<file path="src/rtl/lzwd_pkg.sv">
// Shared types and constants for the variable-width LZW decoder.
`default_nettype none
package lzwd_pkg;
   localparam int TABLE_ENTRIES = 8192;
   localparam int STACK_DEPTH   = 8192;
   localparam int MAX_CODE_BITS = 13;

   localparam int TAB_AW = $clog2(TABLE_ENTRIES);
   localparam int ENT_W  = TAB_AW + 1;
   localparam int STK_AW = $clog2(STACK_DEPTH);
   localparam int CNT_W  = $clog2(STACK_DEPTH + 1);
   localparam int CODE_W = MAX_CODE_BITS;
   localparam int CW_W   = 4;
   localparam int BUF_W  = 21;
   localparam int BCNT_W = 5;

   localparam logic [CODE_W-1:0] CLEAR_CODE  = CODE_W'(256);
   localparam logic [ENT_W-1:0]  FIRST_FREE  = ENT_W'(257);
   localparam logic [CW_W-1:0]   START_WIDTH = CW_W'(9);

   typedef struct packed {
      logic       operation;
      logic [7:0] data_byte;
      logic       last_byte;
   } req_type;

   typedef struct packed {
      logic       accepted;
      logic [7:0] out_byte;
      logic       out_valid;
      logic       stream_done;
      logic       fault;
   } rsp_type;

   typedef enum logic [2:0] {
      RES_PUSH, RES_POP, RES_LIT, RES_DONE, RES_NONE, RES_FAULT
   } res_kind_type;

   typedef struct packed {
      logic         sweep;
      logic         load_item;
      logic         push;
      logic         pop_rd;
      logic         take_code;
      logic         literal;
      logic         clear_tbl;
      logic         exp_start;
      logic         tbl_rd;
      logic         walk_push;
      logic         finish;
      logic         restart;
      logic         emit;
      res_kind_type res_kind;
   } cmd_type;

   typedef struct packed {
      logic            sweep_last;
      logic            out_free;
      logic            is_pull;
      logic            stack_nonempty;
      logic            stack_full;
      logic            code_ready;
      logic            ended;
      logic            expect_lit;
      logic            code_is_clear;
      logic            code_ge_nfe;
      logic            walk_small;
      logic [CW_W-1:0] code_width;
   } status_type;
endpackage
`default_nettype wire

</file>
<file path="src/rtl/lzwd_ctrl.sv">
// Sequencer of the LZW decoder: table sweep, push, pop and chain walk.
`default_nettype none
module lzwd_ctrl import lzwd_pkg::*; (
   input  wire logic       clock,
   input  wire logic       reset,
   input  wire logic       req_valid,
   output logic            req_ready,
   input  wire status_type st,
   output cmd_type         cmd
);
   typedef enum logic [2:0] {SWEEP, IDLE, EXEC, POP_OUT, WALK, WALK_RD} state_type;
   state_type state_ff, state_in;

   always_comb begin
      cmd       = '0;
      cmd.res_kind = RES_NONE;
      state_in  = state_ff;
      req_ready = (state_ff == IDLE) && st.out_free;
      unique case (state_ff)
         SWEEP: begin
            cmd.sweep = 1'b1;
            if (st.sweep_last) state_in = IDLE;
         end
         IDLE: begin
            if (req_valid && req_ready) begin
               cmd.load_item = 1'b1;
               state_in = EXEC;
            end
         end
         EXEC: begin
            priority if (!st.is_pull) begin
               cmd.push = 1'b1; cmd.emit = 1'b1; cmd.res_kind = RES_PUSH;
               state_in = IDLE;
            end else if (st.stack_nonempty) begin
               cmd.pop_rd = 1'b1;
               state_in = POP_OUT;
            end else if (!st.code_ready) begin
               cmd.emit = 1'b1;
               if (st.ended) begin
                  cmd.restart = 1'b1; cmd.res_kind = RES_DONE;
               end
               state_in = IDLE;
            end else if (st.expect_lit) begin
               cmd.take_code = 1'b1; cmd.literal = 1'b1;
               cmd.emit = 1'b1; cmd.res_kind = RES_LIT;
               state_in = IDLE;
            end else if (st.code_is_clear) begin
               cmd.take_code = 1'b1; cmd.clear_tbl = 1'b1;
            end else if (st.code_ge_nfe && st.stack_full) begin
               cmd.restart = 1'b1; cmd.emit = 1'b1; cmd.res_kind = RES_FAULT;
               state_in = IDLE;
            end else begin
               cmd.take_code = 1'b1; cmd.exp_start = 1'b1;
               state_in = WALK;
            end
         end
         POP_OUT: begin
            cmd.emit = 1'b1; cmd.res_kind = RES_POP;
            state_in = IDLE;
         end
         WALK: begin
            priority if (st.walk_small && st.stack_full) begin
               cmd.restart = 1'b1; cmd.emit = 1'b1; cmd.res_kind = RES_FAULT;
               state_in = IDLE;
            end else if (st.walk_small) begin
               cmd.finish = 1'b1;
               state_in = EXEC;
            end else begin
               cmd.tbl_rd = 1'b1;
               state_in = WALK_RD;
            end
         end
         WALK_RD: begin
            if (st.stack_full) begin
               cmd.restart = 1'b1; cmd.emit = 1'b1; cmd.res_kind = RES_FAULT;
               state_in = IDLE;
            end else begin
               cmd.walk_push = 1'b1;
               state_in = WALK;
            end
         end
         default: state_in = IDLE;
      endcase
   end

   always_ff @(posedge clock) begin
      if (reset) state_ff <= SWEEP;
      else       state_ff <= state_in;
   end
endmodule
`default_nettype wire

</file>
<file path="config.mk">
export PLATFORM = sky130hd
export DESIGN_NAME = lzwd_ctrl
export DESIGN_NICKNAME = d
export VERILOG_FILES = /design/src/rtl/lzwd_pkg.sv /design/src/rtl/lzwd_ctrl.sv
export SDC_FILE = /design/constraint.sdc
export NUM_CORES = 1
export LEC_CHECK = 0
export BUFFER_PORTS_ARGS = -buffer_cell sky130_fd_sc_hd__buf_2
export CORE_AREA = 5 5 42 44
export DETAILED_ROUTE_END_ITERATION = 6
export DIE_AREA = 0 0 47 49
export GPL_TIMING_DRIVEN = 0
export PLACE_DENSITY = 0.8
export SLEW_MARGIN = 20
export SYNTH_ARGS = -nofsm -noshare
export SYNTH_HDL_FRONTEND = slang
export SYNTH_SLANG_ARGS = --single-unit
</file>
<file path="constraint.sdc">
create_clock -name clock -period 1.67 [get_ports clock]
set_input_delay 0.2505 -clock clock [delete_from_list [all_inputs] [get_ports clock]]
set_output_delay 0.2505 -clock clock [all_outputs]
set_load 0.01 [all_outputs]
</file>
==> summary.md <==
| Metric | Value |
|---|---|
| Power density over the cells | 360 nW/um2 |
| Outcome | complete, but fails checks |
| Total of max-cap violations | 0 |
| Clk sinks | 3 |
| Clk pin slew, worst setup/hold paths | 0.04 ns |
| Unrepaired setup endpoints after global routing | true |
| First-pass GRT wire length | 2880 um |
| Largest register FFs | 3 |
| Core area | 1400 um2 |
| DRT iter0 DRCs | 14 |
| Leakage power | 0.394 nW |
| Clk buf depth | 2 |
| Final WL | 1860 um |
| IO buf count | 30 |
| Total number of vias | 700 |
| CP Launch Type | flip-flop |
| Clock power share | 46.7% |
| Comb pwr share | 28.2% |
| Largest net degree at the start of global routing | 11 |
| Arr. time, crit path | 1.44 ns |
| Final setup fails | 2 |
| Sw Ratio | 32.9% |
| All-Layer GR Usage | 16.9% |
| Detailed placement HPWL | 1270 um |
| Area of the mapped netlist | 490 um2 |
| Final worst slack | -0.0208 ns |
| Reg power frac | 25.1% |
| Root Driver | clkbuf_4 |
| Cell variety after synth | 36 |
| Post-detailed-route count of antenna-violating nets | 0 |
| Worst-Skew Late Latency | 0.25 ns |
| Hold_ws | 0.205 ns |
| Leading area contributor after synthesis | dfxtp_1 |
| Avg Inst Size Synth | 7.11 um2 |
| Simple-gate area share of the yosys netlist | 55.1% |
| Worst-path fanout max | 10 |
| Area contributors post-synth | dfxtp_1 12%, nor2_1 8.4%, o21ai_0 5.1% |
| Syn nets | 88 |
| P_int | 0.000202 W |
| Failing checks | setup timing |
| Ys Warns | 0 |
| Fraction of the mapped netlist area in compound gates | 22.7% |
| # DRC | 0 |
| Achievable Freq | 591 MHz |
| Synthesized flop and latch total | 3 |
| H-tree Lvls | 1 |
| Hold Crit Class | in -> reg |
| Largest family of logic cells by synthesized area | simple AND/OR/NAND/NOR gates |
| Die Height | 49 um |
| Synth top area share | 12.2% |
| Area Overhead vs Synth | 70.2% |
| VDD IR max | 268 uV |
| Data required, critical path | 1.42 ns |
| TritonCTS clock tree | built |
| CTS buffer count | 3 |
| Largest Register | state_ff |
| Top Registers | state_ff x3 |
| Routed vias/inst | 5.51 |
| Post-synthesis cell count | 69 |
| Setup crit end kind | output pin |
| Seq/Total Area, Yosys | 12.2% |
| NetSw | 0.0000991 W |
| Number of global-route vias before repair | 679 |
| Slew HR | 74.0% |
| I/O pins | 35 |
| GPL Wtd Cong | 0.772 |
| Post-Synth Adder-Cell Area | 2.55% |
| Pre-antenna DRT Iters | 4 |
| Xor/xnor share of the synthesized area | 0% |
| Critical path class | reg -> out |
| Setup TNS | -0.0329 ns |
| Worst Skew | 0.00302 ns |
| GRT overflow | 0 |
| Ant. Diodes | 0 |
| Antenna violations before repair | 0 |
| Final max-slew violation count | 0 |
| Pre-CTS WS | 0.0172 ns |
| Slew @ Worst Pin | 0.384 ns |
| Site Rows | 14 |
| Routed len/inst | 14.7 um |
| Layout cells sized above 1 | 57.7% |
| Initial Util | 35.0% |
| Hold Fails Final Rpt | 0 |
| Final Cycle Share | 101% |
| Die ar. | 2300 um2 |
| Multiplexer share of the synthesized area | 0% |
| Chip width | 47 um |
| Placed cell area | 661 um2 |
| Nets | 131 |
| Min cycle time layout | 1.69 ns |
| Post-route cell area | 835 um2 |
final timing paths:
kind / startpoint / to / slack (ns) / depth (start not counted)
worst max-delay path: state_ff[0] / cmd[0] / -0.02 / 6
worst min register to register: state_ff[0] / state_ff[1] / 0.76 / 3
worst min-delay path: reset / state_ff[1] / 0.21 / 2
worst max register to register: state_ff[2] / state_ff[0] / 0.09 / 5
kinds of logic after synthesis:
| family | after synthesis |
|---|---|
| adder cells (fa/ha/maj) | 1 |
| buffers and inverters | 7 |
| flip-flops | 3 |
| AND/OR/NAND/NOR | 42 |
| AO/OA/AOI/OAI | 16 |
cells in the final DEF, fill, tap and decap left out, types with 2 or more instances in the layout:
cell type | Yosys | routed
inv_1 | 4 | 4
buf_2 | 2 | 27
dfxtp_4 | 0 | 2
and3_4 | 0 | 2
nand2_1 | 5 | 4
a31oi_1 | 2 | 2
nand3b_1 | 2 | 2
nor3b_2 | 1 | 2
buf_4 | 0 | 9
nor3_1 | 3 | 3
clkbuf_4 | 0 | 3
a21oi_1 | 2 | 2
buf_6 | 1 | 5
nor2b_1 | 3 | 3
o21ai_0 | 5 | 4
nor2_1 | 11 | 11
timing repair:
action,CTS,global route
pin swaps,5,5
hold buffers,0,0
setup endpoints to repair,10,10
gates resized for setup,15,10
setup buffers,8,2
gates cloned,0,0
endpoints found under the hold margin,0,0
synth_stat cells:
cell / number
inv_1: 4
nand4_1: 1
and2_2: 1
and3b_4: 1
nor3b_4: 1
nand2_1: 5
and2_1: 1
nor3b_2: 1
and2b_2: 1
nor2b_1: 3
nand3_1: 1
buf_6: 1
buf_2: 2
a31oi_1: 2
a21boi_0: 1
a211oi_2: 1
a21oi_1: 2
dfxtp_1: 3
and4_4: 1
or2_1: 1
nor3b_1: 1
o41ai_1: 1
o31a_1: 1
a211o_1: 1
and3_1: 3
nand3b_1: 2
and4bb_1: 1
nand2b_1: 1
a21boi_1: 1
ha_1: 1
nor4b_2: 1
nor2_1: 11
o311a_1: 1
o21ai_0: 5
nor4_1: 1
nor3_1: 3
critical path: stages, from the launching register on:
cell,delay (ns)
dfxtp_2,0.34
buf_6,0.14
or2_4,0.25
nand3_2,0.08
a21boi_2,0.17
a21oi_1,0.07
buf_2,0.14
per-stage QoR:
stage	power [W]	std cells	util (%)
6_report	0.000301	127	59.6
3_3_place_gp	0.000149	115	47.1
5_1_grt	0.000330	127	59.6
4_1_cts	0.000294	127	56.3
2_1_floorplan	0.000117	69	-
3_5_place_dp	0.000152	115	47.1
cell type report:
cell class / instances / area (um2)
Buffer: 1 / 11.3
Clock buffer: 4 / 26.3
Fill cell: 136 / 567
Inverter: 4 / 15.0
Multi-Input combinational cell: 59 / 445
Sequential cell: 3 / 68.8
Tap cell: 16 / 20.0
Timing Repair Buffer: 40 / 248
power groups by stage:
| stage | Sequential [W] | Combinational, W | Clock [W] |
|---|---|---|---|
| after floorplan | 0.0000776 | 0.0000395 | 0 |
| after global placement | 0.0000780 | 0.0000709 | 0 |
| after CTS | 0.0000765 | 0.0000789 | 0.000139 |
| after global routing | 0.0000756 | 0.0000930 | 0.000161 |
| final | 0.0000755 | 0.0000849 | 0.000140 |
| after detailed placement | 0.0000782 | 0.0000738 | 0 |
routing by layer:
metal  global-route usage, %  up-vias  share of wire [%]
met5                       0        -                  0
met4                    7.83        0                1.9
met3                    4.06        6                 10
met2                    27.4       39                 50
met1                    19.9      321                 37
li1                        -      334                  -
Note: power is estimated with default switching activity, not from simulation.
